--- config.mk ---
export PLATFORM = sky130hd
export DESIGN_NAME = finger_angle_pi_servo
export DESIGN_NICKNAME = d
export VERILOG_FILES = /design/src/rtl/core/fap_pkg.sv /design/src/rtl/core/fap_chan_state.sv /design/src/rtl/core/fap_pi_math.sv /design/src/rtl/core/finger_angle_pi_servo.sv
export SDC_FILE = /design/constraint.sdc
export NUM_CORES = 2
export LEC_CHECK = 0
export BUFFER_PORTS_ARGS = -buffer_cell sky130_fd_sc_hd__buf_2
export CAP_MARGIN = 20
export CORE_MARGIN = 1
export CORE_UTILIZATION = 35
export DETAILED_ROUTE_END_ITERATION = 8
export SYNTH_ARGS = -nofsm -noshare
export SYNTH_HDL_FRONTEND = slang
export SYNTH_HIERARCHICAL = 1
export SYNTH_SLANG_ARGS = --single-unit
export TNS_END_PERCENT = 50
--- constraint.sdc ---
create_clock -name clk -period 10.75 [get_ports clk]
set_clock_uncertainty 0.1 [all_clocks]
set_input_delay 2.15 -clock clk [delete_from_list [all_inputs] [get_ports clk]]
set_output_delay 2.15 -clock clk [all_outputs]
set_load 0.05 [all_outputs]
--- src/rtl/core/fap_pkg.sv ---
package fap_pkg;

  // Number of zero-offset registers on the configuration port.
  localparam int NUM_REGS     = 6;
  localparam int DEF_CHANNELS = 6;
  localparam int ADDR_W       = 5;
  localparam int DATA_W       = 32;

  // Field widths.
  localparam int ANGLE_W  = 12;
  localparam int TARGET_W = 8;
  localparam int CHAN_W   = 3;
  localparam int ERR_W    = 18;
  localparam int KP_W     = 14;
  localparam int KI_W     = 12;
  localparam int INTEG_W  = 13;
  localparam int PPROD_W  = 32;
  localparam int IPROD_W  = 25;
  localparam int TOTAL_W  = 24;
  localparam int DRIVE_W  = 13;
  localparam int CMP_W    = 10;

  // Filter and loop limits.
  localparam int ANGLE_MAX    = 4000;
  localparam int INT_WINDOW   = 600;
  localparam int INT_LIMIT    = 2500;
  localparam int UP_LIMIT     = 600;
  localparam int DOWN_LIMIT   = -480;
  localparam int UP_CLAMP     = 2500;
  localparam int DOWN_CLAMP   = -1500;
  localparam int MOVE_COMPARE = 350;

  // Stop-band compare is (455*11 - 2*drive) / 11; the divide by 11 is a
  // multiply by ceil(2^16/11), exact for numerators below 2^15.
  localparam int STOP_BASE  = 5005;
  localparam int RECIP_11   = 5958;
  localparam int RECIP_SH   = 16;

  // Q8.8 gain schedule.
  localparam int KP0_BASE = 896;
  localparam int KP_BASE  = 768;
  localparam int KI_BASE  = 128;

  typedef enum logic [1:0] {
    DIR_STOP = 2'd0,
    DIR_UP   = 2'd1,
    DIR_DOWN = 2'd2
  } dir_t;

  // Result of the channel stage, handed to the PI arithmetic.
  typedef struct packed {
    logic                       is_ctrl;
    logic [ANGLE_W-1:0]         filt;
    logic signed [ERR_W-1:0]    err;
    logic [KP_W-1:0]            kp;
    logic signed [INTEG_W-1:0]  integ;
    logic [KI_W-1:0]            ki;
  } stage1_t;

endpackage

--- src/rtl/core/fap_chan_state.sv ---
module fap_chan_state #(
  parameter int CHANNELS = fap_pkg::DEF_CHANNELS
) (
  input  logic                                                   clk,
  input  logic                                                   rst,
  input  logic                                                   in_valid,
  output logic                                                   in_ready,
  input  logic                                                   operation,
  input  logic [fap_pkg::CHAN_W-1:0]                             channel,
  input  logic [fap_pkg::ANGLE_W-1:0]                            angle_sample,
  input  logic [fap_pkg::TARGET_W-1:0]                           target_angle,
  input  logic                                                   new_command,
  input  logic [fap_pkg::NUM_REGS-1:0][fap_pkg::ANGLE_W-1:0]     zero_offset,
  output logic                                                   s1_valid,
  output fap_pkg::stage1_t                                       s1,
  input  logic                                                   s1_ready
);

  localparam int IDX_W = (CHANNELS > 1) ? $clog2(CHANNELS) : 1;

  logic [fap_pkg::ANGLE_W-1:0]        hist0 [CHANNELS];
  logic [fap_pkg::ANGLE_W-1:0]        hist1 [CHANNELS];
  logic [fap_pkg::ANGLE_W-1:0]        hist2 [CHANNELS];
  logic [fap_pkg::ANGLE_W-1:0]        filt_store [CHANNELS];
  logic signed [fap_pkg::INTEG_W-1:0] integ [CHANNELS];
  logic [fap_pkg::KP_W-1:0]           kp [CHANNELS];
  logic [fap_pkg::KI_W-1:0]           ki [CHANNELS];

  logic                               accept;
  logic                               in_range;
  logic [IDX_W-1:0]                   idx;
  logic [fap_pkg::ANGLE_W+1:0]        avg_sum;
  logic [fap_pkg::ANGLE_W-1:0]        avg;
  logic [fap_pkg::ANGLE_W-1:0]        avg_cl;
  logic [fap_pkg::ANGLE_W-1:0]        off;
  logic signed [fap_pkg::ANGLE_W:0]   diff;
  logic signed [fap_pkg::ANGLE_W:0]   wrapped;
  logic [fap_pkg::ANGLE_W-1:0]        filt_new;
  logic [fap_pkg::KP_W-1:0]           kp_new;
  logic [fap_pkg::KI_W-1:0]           t8;
  logic [fap_pkg::KI_W-1:0]           rnd_y;
  logic [fap_pkg::KI_W-1:0]           rnd_s;
  logic [fap_pkg::KI_W-1:0]           ki_new;
  logic [fap_pkg::KP_W-1:0]           kp_use;
  logic [fap_pkg::KI_W-1:0]           ki_use;
  logic signed [fap_pkg::ERR_W-1:0]   err;
  logic signed [fap_pkg::ERR_W-1:0]   inc;
  logic                               in_win;
  logic signed [fap_pkg::INTEG_W:0]   sum_raw;
  logic signed [fap_pkg::INTEG_W-1:0] sum_cl;

  assign in_ready = !s1_valid || s1_ready;
  assign accept   = in_valid && in_ready;
  assign in_range = (int'(channel) < CHANNELS);
  assign idx      = IDX_W'(channel);

  // Four-tap moving average, clamped, then offset-corrected with wrap.
  always_comb begin
    avg_sum = (fap_pkg::ANGLE_W+2)'(angle_sample) + (fap_pkg::ANGLE_W+2)'(hist0[idx])
            + (fap_pkg::ANGLE_W+2)'(hist1[idx]) + (fap_pkg::ANGLE_W+2)'(hist2[idx]);
    avg     = avg_sum[fap_pkg::ANGLE_W+1:2];
    avg_cl  = (int'(avg) > fap_pkg::ANGLE_MAX) ? fap_pkg::ANGLE_W'(fap_pkg::ANGLE_MAX) : avg;
    off     = (int'(channel) < fap_pkg::NUM_REGS) ? zero_offset[channel]
                                                   : '0;
    diff    = $signed({1'b0, avg_cl}) - $signed({1'b0, off});
    wrapped = diff + (fap_pkg::ANGLE_W+1)'(fap_pkg::ANGLE_MAX);
    if (diff >= 0) begin
      filt_new = diff[fap_pkg::ANGLE_W-1:0];
    end else if (wrapped >= 0) begin
      filt_new = wrapped[fap_pkg::ANGLE_W-1:0];
    end else begin
      filt_new = '0;
    end
  end

  // Gain schedule. Ki = 128 + 8t + round(8t/255); the divide by 255 uses
  // (y + (y >> 8) + 1) >> 8, which is exact for these small y.
  always_comb begin
    if (channel == '0) begin
      kp_new = fap_pkg::KP_W'(fap_pkg::KP0_BASE) + fap_pkg::KP_W'({target_angle, 4'b0})
             + fap_pkg::KP_W'({target_angle, 3'b0});
    end else begin
      kp_new = fap_pkg::KP_W'(fap_pkg::KP_BASE) + fap_pkg::KP_W'({target_angle, 5'b0});
    end
    t8     = fap_pkg::KI_W'({target_angle, 3'b0});
    rnd_y  = t8 + fap_pkg::KI_W'(127);
    rnd_s  = rnd_y + (rnd_y >> 8) + fap_pkg::KI_W'(1);
    ki_new = fap_pkg::KI_W'(fap_pkg::KI_BASE) + t8 + (rnd_s >> 8);
    kp_use = new_command ? kp_new : kp[idx];
    ki_use = new_command ? ki_new : ki[idx];
  end

  // Error and integral update; the arithmetic shift is a floor divide by 64.
  always_comb begin
    err    = $signed({2'b0, target_angle, 8'b0})
           - $signed({(fap_pkg::ERR_W-fap_pkg::ANGLE_W)'(0), filt_store[idx]});
    in_win = (err > -fap_pkg::INT_WINDOW) && (err < fap_pkg::INT_WINDOW);
    inc    = err >>> 6;
    if (in_win) begin
      sum_raw = (fap_pkg::INTEG_W+1)'(integ[idx]) + inc[fap_pkg::INTEG_W:0];
    end else begin
      sum_raw = (fap_pkg::INTEG_W+1)'(integ[idx]);
    end
    if (sum_raw > fap_pkg::INT_LIMIT) begin
      sum_cl = fap_pkg::INTEG_W'(fap_pkg::INT_LIMIT);
    end else if (sum_raw < -fap_pkg::INT_LIMIT) begin
      sum_cl = fap_pkg::INTEG_W'(-fap_pkg::INT_LIMIT);
    end else begin
      sum_cl = sum_raw[fap_pkg::INTEG_W-1:0];
    end
  end

  always_ff @(posedge clk) begin
    if (rst) begin
      s1_valid <= 1'b0;
      for (int i = 0; i < CHANNELS; i++) begin
        hist0[i]      <= '0;
        hist1[i]      <= '0;
        hist2[i]      <= '0;
        filt_store[i] <= '0;
        integ[i]      <= '0;
        kp[i]         <= '0;
        ki[i]         <= '0;
      end
    end else begin
      if (accept) begin
        s1_valid <= 1'b1;
      end else if (s1_ready) begin
        s1_valid <= 1'b0;
      end
      if (accept && in_range) begin
        if (!operation) begin
          hist2[idx]      <= hist1[idx];
          hist1[idx]      <= hist0[idx];
          hist0[idx]      <= angle_sample;
          filt_store[idx] <= filt_new;
        end else begin
          integ[idx] <= sum_cl;
          if (new_command) begin
            kp[idx] <= kp_new;
            ki[idx] <= ki_new;
          end
        end
      end
    end
  end

  always_ff @(posedge clk) begin
    if (accept) begin
      s1.is_ctrl <= in_range && operation;
      if (!in_range) begin
        s1.filt <= '0;
      end else if (operation) begin
        s1.filt <= filt_store[idx];
      end else begin
        s1.filt <= filt_new;
      end
      s1.err   <= err;
      s1.kp    <= kp_use;
      s1.integ <= sum_cl;
      s1.ki    <= ki_use;
    end
  end

endmodule

--- src/rtl/core/fap_pi_math.sv ---
module fap_pi_math (
  input  logic                                clk,
  input  logic                                rst,
  input  logic                                s1_valid,
  input  fap_pkg::stage1_t                    s1,
  output logic                                s1_ready,
  output logic                                out_valid,
  input  logic                                out_ready,
  output logic [fap_pkg::ANGLE_W-1:0]         filtered_angle,
  output logic [1:0]                          direction,
  output logic signed [fap_pkg::DRIVE_W-1:0]  drive_level,
  output logic [fap_pkg::CMP_W-1:0]           pwm_compare
);

  localparam int NUM_W  = fap_pkg::DRIVE_W;
  localparam int CPROD_W = 2 * NUM_W;

  // Product stage.
  logic                               s2_valid;
  logic                               s2_ready;
  logic                               s2_ctrl;
  logic [fap_pkg::ANGLE_W-1:0]        s2_filt;
  logic signed [fap_pkg::PPROD_W-1:0] s2_pprod;
  logic signed [fap_pkg::IPROD_W-1:0] s2_iprod;
  logic signed [fap_pkg::ERR_W+fap_pkg::KP_W:0]      pprod_full;
  logic signed [fap_pkg::INTEG_W+fap_pkg::KI_W:0]    iprod_full;

  // Sum stage.
  logic                               s3_valid;
  logic                               s3_ready;
  logic                               s3_ctrl;
  logic [fap_pkg::ANGLE_W-1:0]        s3_filt;
  logic signed [fap_pkg::TOTAL_W-1:0] s3_total;
  logic signed [fap_pkg::PPROD_W-1:0] p_adj;
  logic signed [fap_pkg::PPROD_W-1:0] t_raw;
  logic signed [fap_pkg::PPROD_W-1:0] t_adj;
  logic signed [fap_pkg::TOTAL_W-1:0] total;

  // Decision stage.
  logic                               out_slot_ready;
  fap_pkg::dir_t                      dir_n;
  logic signed [fap_pkg::DRIVE_W-1:0] drive_n;
  logic [NUM_W-1:0]                   num;
  logic [CPROD_W-1:0]                 cprod;
  logic [fap_pkg::CMP_W-1:0]          cmp_n;

  assign out_slot_ready = !out_valid || out_ready;
  assign s3_ready       = !s3_valid || out_slot_ready;
  assign s2_ready       = !s2_valid || s3_ready;
  assign s1_ready       = s2_ready;

  assign pprod_full = s1.err * $signed({1'b0, s1.kp});
  assign iprod_full = s1.integ * $signed({1'b0, s1.ki});

  // Both divides by 256 truncate toward zero: bias negatives by 255.
  always_comb begin
    p_adj = s2_pprod + (s2_pprod[fap_pkg::PPROD_W-1] ? fap_pkg::PPROD_W'(255) : '0);
    t_raw = {p_adj[fap_pkg::PPROD_W-1:8], 8'b0}
          + {{(fap_pkg::PPROD_W-fap_pkg::IPROD_W){s2_iprod[fap_pkg::IPROD_W-1]}}, s2_iprod};
    t_adj = t_raw + (t_raw[fap_pkg::PPROD_W-1] ? fap_pkg::PPROD_W'(255) : '0);
    total = t_adj[fap_pkg::PPROD_W-1:8];
  end

  always_comb begin
    if (s3_total > fap_pkg::UP_LIMIT) begin
      dir_n   = fap_pkg::DIR_UP;
      drive_n = (s3_total > fap_pkg::UP_CLAMP) ? fap_pkg::DRIVE_W'(fap_pkg::UP_CLAMP)
                                                : s3_total[fap_pkg::DRIVE_W-1:0];
    end else if (s3_total < fap_pkg::DOWN_LIMIT) begin
      dir_n   = fap_pkg::DIR_DOWN;
      drive_n = (s3_total < fap_pkg::DOWN_CLAMP) ? fap_pkg::DRIVE_W'(fap_pkg::DOWN_CLAMP)
                                                  : s3_total[fap_pkg::DRIVE_W-1:0];
    end else begin
      dir_n   = fap_pkg::DIR_STOP;
      drive_n = s3_total[fap_pkg::DRIVE_W-1:0];
    end
    // The numerator stays within 3805..5965 in the stop band, so modular
    // arithmetic at this width gives the exact value.
    num   = NUM_W'(fap_pkg::STOP_BASE) - {drive_n[NUM_W-2:0], 1'b0};
    cprod = num * NUM_W'(fap_pkg::RECIP_11);
    case (dir_n)
      fap_pkg::DIR_STOP: cmp_n = cprod[fap_pkg::RECIP_SH +: fap_pkg::CMP_W];
      default:           cmp_n = fap_pkg::CMP_W'(fap_pkg::MOVE_COMPARE);
    endcase
  end

  always_ff @(posedge clk) begin
    if (rst) begin
      s2_valid  <= 1'b0;
      s3_valid  <= 1'b0;
      out_valid <= 1'b0;
    end else begin
      if (s1_valid && s2_ready) begin
        s2_valid <= 1'b1;
      end else if (s3_ready) begin
        s2_valid <= 1'b0;
      end
      if (s2_valid && s3_ready) begin
        s3_valid <= 1'b1;
      end else if (out_slot_ready) begin
        s3_valid <= 1'b0;
      end
      if (s3_valid && out_slot_ready) begin
        out_valid <= 1'b1;
      end else if (out_ready) begin
        out_valid <= 1'b0;
      end
    end
  end

  always_ff @(posedge clk) begin
    if (s1_valid && s2_ready) begin
      s2_ctrl  <= s1.is_ctrl;
      s2_filt  <= s1.filt;
      s2_pprod <= pprod_full[fap_pkg::PPROD_W-1:0];
      s2_iprod <= iprod_full[fap_pkg::IPROD_W-1:0];
    end
    if (s2_valid && s3_ready) begin
      s3_ctrl  <= s2_ctrl;
      s3_filt  <= s2_filt;
      s3_total <= total;
    end
    if (s3_valid && out_slot_ready) begin
      filtered_angle <= s3_filt;
      if (s3_ctrl) begin
        direction   <= dir_n;
        drive_level <= drive_n;
        pwm_compare <= cmp_n;
      end else begin
        direction   <= fap_pkg::DIR_STOP;
        drive_level <= '0;
        pwm_compare <= '0;
      end
    end
  end

endmodule

--- src/rtl/core/finger_angle_pi_servo.sv ---
// Multi-channel finger angle servo. A sample transfer (operation 0) pushes a
// 12-bit angle reading into its channel's four-tap moving average; the
// average is clamped to 4000, the channel's zero offset is subtracted, and a
// negative result wraps by adding 4000 (saturating at zero). A control
// transfer (operation 1) optionally reschedules the channel's Q8.8 gains from
// the target byte, forms the error against the filtered angle, updates the
// windowed and clamped integral, and returns direction, drive level and PWM
// compare value. Every input transfer yields exactly one result transfer;
// channels at or above CHANNELS return an all-zero result and change nothing.
// The block takes one transfer per clock cycle unless every stage is full and
// the result at the output is held: all channel state is read and written in
// the acceptance cycle, and the gain products, the sum and the branch decision
// follow in a four-register pipeline. Each stage stalls only when the one after
// it is full and cannot drain, so input transfers keep flowing while a finished
// result waits at the output, until every stage is full. The zero offsets are written through the APB port at
// byte addresses 0, 4, ... 20 and should only change while the block is idle.
module finger_angle_pi_servo #(
  parameter int CHANNELS = fap_pkg::DEF_CHANNELS
) (
  input  logic                                clk,
  input  logic                                rst,

  // Configuration port.
  input  logic                                psel,
  input  logic                                penable,
  input  logic                                pwrite,
  input  logic [fap_pkg::ADDR_W-1:0]          paddr,
  input  logic [fap_pkg::DATA_W-1:0]          pwdata,
  output logic [fap_pkg::DATA_W-1:0]          prdata,
  output logic                                pready,

  // Input channel.
  input  logic                                in_valid,
  output logic                                in_ready,
  input  logic                                operation,
  input  logic [fap_pkg::CHAN_W-1:0]          channel,
  input  logic [fap_pkg::ANGLE_W-1:0]         angle_sample,
  input  logic [fap_pkg::TARGET_W-1:0]        target_angle,
  input  logic                                new_command,

  // Result channel.
  output logic                                out_valid,
  input  logic                                out_ready,
  output logic [fap_pkg::ANGLE_W-1:0]         filtered_angle,
  output logic [1:0]                          direction,
  output logic signed [fap_pkg::DRIVE_W-1:0]  drive_level,
  output logic [fap_pkg::CMP_W-1:0]           pwm_compare
);

  // Word index of the register that a transfer on the APB port addresses.
  logic [fap_pkg::ADDR_W-3:0]                             reg_idx;
  logic                                                   cfg_write;
  logic [fap_pkg::NUM_REGS-1:0][fap_pkg::ANGLE_W-1:0]     zero_offset;

  logic                                                   s1_valid;
  logic                                                   s1_ready;
  fap_pkg::stage1_t                                       s1;

  // The port never inserts wait states.
  assign pready    = 1'b1;
  assign reg_idx   = paddr[fap_pkg::ADDR_W-1:2];
  assign cfg_write = psel && penable && pwrite && pready;

  // Reads of addresses past the last offset register return zero.
  always_comb begin
    if (int'(reg_idx) < fap_pkg::NUM_REGS) begin
      prdata = fap_pkg::DATA_W'(zero_offset[reg_idx]);
    end else begin
      prdata = '0;
    end
  end

  // Offset registers keep only the low 12 bits of the written word; writes
  // past the last register are dropped.
  always_ff @(posedge clk) begin
    if (rst) begin
      zero_offset <= '0;
    end else if (cfg_write && (int'(reg_idx) < fap_pkg::NUM_REGS)) begin
      zero_offset[reg_idx] <= pwdata[fap_pkg::ANGLE_W-1:0];
    end
  end

  // Channel stage: filter history, filtered angle, integral and gains live
  // here and are updated in the cycle the input transfer is taken.
  fap_chan_state #(
    .CHANNELS (CHANNELS)
  ) u_chan_state (
    .clk          (clk),
    .rst          (rst),
    .in_valid     (in_valid),
    .in_ready     (in_ready),
    .operation    (operation),
    .channel      (channel),
    .angle_sample (angle_sample),
    .target_angle (target_angle),
    .new_command  (new_command),
    .zero_offset  (zero_offset),
    .s1_valid     (s1_valid),
    .s1           (s1),
    .s1_ready     (s1_ready)
  );

  // PI arithmetic: products, truncating sums, branch clamp and the compare.
  fap_pi_math u_pi_math (
    .clk            (clk),
    .rst            (rst),
    .s1_valid       (s1_valid),
    .s1             (s1),
    .s1_ready       (s1_ready),
    .out_valid      (out_valid),
    .out_ready      (out_ready),
    .filtered_angle (filtered_angle),
    .direction      (direction),
    .drive_level    (drive_level),
    .pwm_compare    (pwm_compare)
  );

  // The pipeline only refuses input when every stage is full and the result
  // at the output is not being taken.
  a_stall_only_when_full: assert property (
    @(posedge clk) disable iff (rst)
    !in_ready |-> (out_valid && !out_ready)
  ) else $error("input stalled while the output could drain");

  // A moving motor always gets the fixed compare value.
  a_moving_compare: assert property (
    @(posedge clk) disable iff (rst)
    (out_valid && (direction != fap_pkg::DIR_STOP))
      |-> (pwm_compare == fap_pkg::CMP_W'(fap_pkg::MOVE_COMPARE))
  ) else $error("moving result without the fixed compare value");

  // A stopped motor carries a drive inside the dead band.
  a_stop_band: assert property (
    @(posedge clk) disable iff (rst)
    (out_valid && (direction == fap_pkg::DIR_STOP))
      |-> ((drive_level >= fap_pkg::DOWN_LIMIT) && (drive_level <= fap_pkg::UP_LIMIT))
  ) else $error("stop result with drive outside the dead band");

  // The filtered angle never exceeds the clamp.
  a_filt_range: assert property (
    @(posedge clk) disable iff (rst)
    out_valid |-> (int'(filtered_angle) <= fap_pkg::ANGLE_MAX)
  ) else $error("filtered angle above its clamp");

endmodule
==> impl_metrics.tcl <==
set metrics [dict create \
    antenna_left 0 \
    area_growth_pct 11.2 \
    finish.utilization 0.393 \
    start_kind "input pin" \
    overflow 0 \
    clk_path_buf_depth 3 \
    hold_class "register to register" \
    fillers 17800 \
    drt_iter0_markers 2533 \
    cts_made_buffers 106 \
    vias_per_cell 5.04 \
    r2r_setup_slack_ps 1630 \
    cts_tree "built" \
    dieArea_um2 187000 \
    track_usage 0.171 \
    grt_start_max_net_pins 93 \
    cap_violations 0 \
    cts-root-buf "clkbuf_16" \
    synth_top_flop_cell "edfxtp_1" \
    antenna_found_initial 14 \
    grt_util_met3 0.0249 \
    drc 0 \
    timing.rr.end "u_pi_math/pwm_compare[9]" \
    drv_slew 0 \
    grt_pass1_wl_um 249000 \
    wire_per_inst_um 19.2 \
    busiest_layer "met2" \
    syn-cell-area_um2 64800 \
    crit_fanout 36 \
    final_cell_mix "edfxtp_1 (882), nor2_1 (648), inv_1 (626)" \
    synthTopCellsByArea "edfxtp_1 (41%), fa_1 (14%), ha_1 (6.1%)" \
    port_buffers 97 \
    period_share 0.936 \
    start_util 0.353 \
    ff2ff_path_depth 30 \
    grtUsageMet1 0.211 \
    rows 157 \
    crit_end "u_chan_state/filt_store[5][3]" \
    maxSlewHeadroom 0.273 \
    grt_pass1_vias 43600 \
    gp_congestion 0.869 \
    fmax_ghz 0.0994 \
    ys_ff_latch 958 \
    synth_simple_gate_area_frac 0.126 \
    r2r_start "u_pi_math/s3_total[2]" \
    synth_top_cell_by_area "edfxtp_1" \
    rsz0062_at_grt "false" \
    design_area_um2 72000 \
    routed_wirelength_um 159000 \
    syn_inst 5556 \
    drive_gt1_frac 0.107 \
    dp_hpwl_um 112000 \
    status "completed" \
    endpoint_kind "register" \
    cts_setup_buffers 0 \
    ios 141 \
    finalHoldViolations 0 \
    ys_types 108 \
    chipWidth_um 432 \
    critPathLaunch "channel[0]" \
    met2_usage 0.302 \
    clkLatencyLatePin_ps 750 \
    worst_pin_slew_ps 1080 \
    synth_compound_area_frac 0.0654 \
    cts_resized 0 \
    critical_path_class "input pin to register" \
    die_h_um 432 \
    synth_top_family_by_area "adder cells" \
    cts.sinks 958 \
    vias 41900 \
    final_common_cell "edfxtp_1" \
    synth-async-reset-ratio 0 \
    clk_pin_slew_ps 60 \
    setup_viol 0 \
    synth_mux_area_frac 0.0906 \
    dpl_cell_area_um2 68600 \
    yosys.area.top_type_share 0.409 \
    final_cells 8319 \
    synth_edf_count 882 \
    dp_cells 8118 \
    coreArea_um2 183000 \
    cts_hold_buf 0 \
    nets 6601 \
    worstPathArrival_ps 10530 \
    dr.pass1.iters 5 \
    finalCriticalPeriod_ps 10060 \
    ys_seq_area_frac 0.432 \
    ctsHtreeMaxLevel 3 \
    synth_fa_ha_area_frac 0.201 \
    required_ps 11220 \
    yosysWarnings 6 \
    synth-xor-area-share 0.0280 \
    synth.avg_cell_area_um2 11.7 \
]
-- worst min-delay path by stage --
stage | start | end | slack [ps] | depth (start not counted)
6_report | u_pi_math/s2_filt[2] | u_pi_math/s3_filt[2] | 320 | 0
4_1_cts | u_pi_math/s2_filt[7] | u_pi_math/s3_filt[7] | 320 | 0
5_1_grt | u_pi_math/s2_filt[7] | u_pi_math/s3_filt[7] | 320 | 0
3_3_place_gp | u_pi_math/s2_filt[7] | u_pi_math/s3_filt[7] | 310 | 0
2_1_floorplan | u_pi_math/s3_filt[0] | u_pi_math/filtered_angle[0] | 300 | 0
3_5_place_dp | u_pi_math/s2_filt[7] | u_pi_math/s3_filt[7] | 310 | 0
-- cell type report --
class	instances	area, um^2	area share
Multi-Input combinational cell	3883	34000	0.472
Sequential cell	958	28000	0.389
Tap cell	2464	3080	0.0428
Clock buffer	140	2870	0.0399
Inverter	630	2370	0.0329
Timing Repair Buffer	184	1170	0.0162
Clock inverter	55	508	0.00705
Antenna cell	5	12.5	0.000174
-- metal layers --
metal / wire length [um] / up-vias
li1: - / 19400
met3: 6960 / 255
met5: 43 / -
met4: 5130 / 6
met1: 66000 / 21300
met2: 81200 / 914
-- worst max-delay path, cell delays in order --
cell,delay [ps]
buf_8,320
buf_4,260
mux4_2,500
mux2i_1,260
fa_1,500
fa_1,540
inv_1,40
ha_1,230
or4_1,530
o21ai_0,380
o21ai_0,180
a21oi_1,210
xnor2_1,190
nand2_1,140
nor4b_4,370
nand2b_1,170
ha_1,180
fa_1,230
nor2b_1,60
o21ai_0,280
a21boi_0,190
o221ai_1,290
a21o_1,290
a21oi_1,100
a32o_1,250
o211ai_1,790
nand3_1,510
nor2_1,290
-- sequential cells by signal (all words and copies together), names as in the netlist, 13 cells and up --
signal and count:
u_pi_math/s3_total 24, zero_offset 72, u_chan_state/hist0 96, u_pi_math/s2_iprod 25, u_chan_state/s1 66, u_chan_state/integ 104, u_pi_math/drive_level 13, u_pi_math/s2_pprod 32
u_chan_state/hist2 96, u_chan_state/filt_store 96, u_chan_state/hist1 96, u_chan_state/ki 96, u_chan_state/kp 88
-- synth_stat cells (18+ instances only) --
master / count
buf_1: 29
and3_1: 36
a21oi_1: 170
nand3_1: 94
mux4_2: 176
a31oi_1: 18
o21ai_0: 105
buf_2: 32
inv_1: 627
dfxtp_1: 76
o41ai_1: 22
nand4_1: 34
nand2_1: 384
nor2_1: 648
nor2b_1: 37
ha_1: 317
edfxtp_1: 882
a21o_1: 33
clkbuf_1: 181
xnor2_1: 149
and2_1: 247
nand2b_1: 94
mux2_2: 26
or2_2: 19
fa_1: 452
o21a_1: 29
nor3_1: 58
mux2i_1: 155
a211oi_1: 30
xor2_1: 58
buf_4: 31
or3_1: 18
-- per-stage QoR --
stage / TNS [ps] / hold slack, ps / setup slack, ps
2_1_floorplan: 0 / 300 / 10.8
5_1_grt: 0 / 323 / 130
3_5_place_dp: -674 / 305 / -128
4_1_cts: 0 / 321 / 674
6_report: 0 / 318 / 692
3_3_place_gp: -198 / 306 / -59.5
-- cells by family after synthesis --
group / Yosys count
mux: 361
other cells: 3
xor+xnor: 207
flops: 958
compound gates: 615
fa+ha+maj: 770
buf+inv: 913
simple gates: 1729
Power is not shown: default switching activity piles up to over one toggle a cycle in this logic, so the estimate is an artifact.
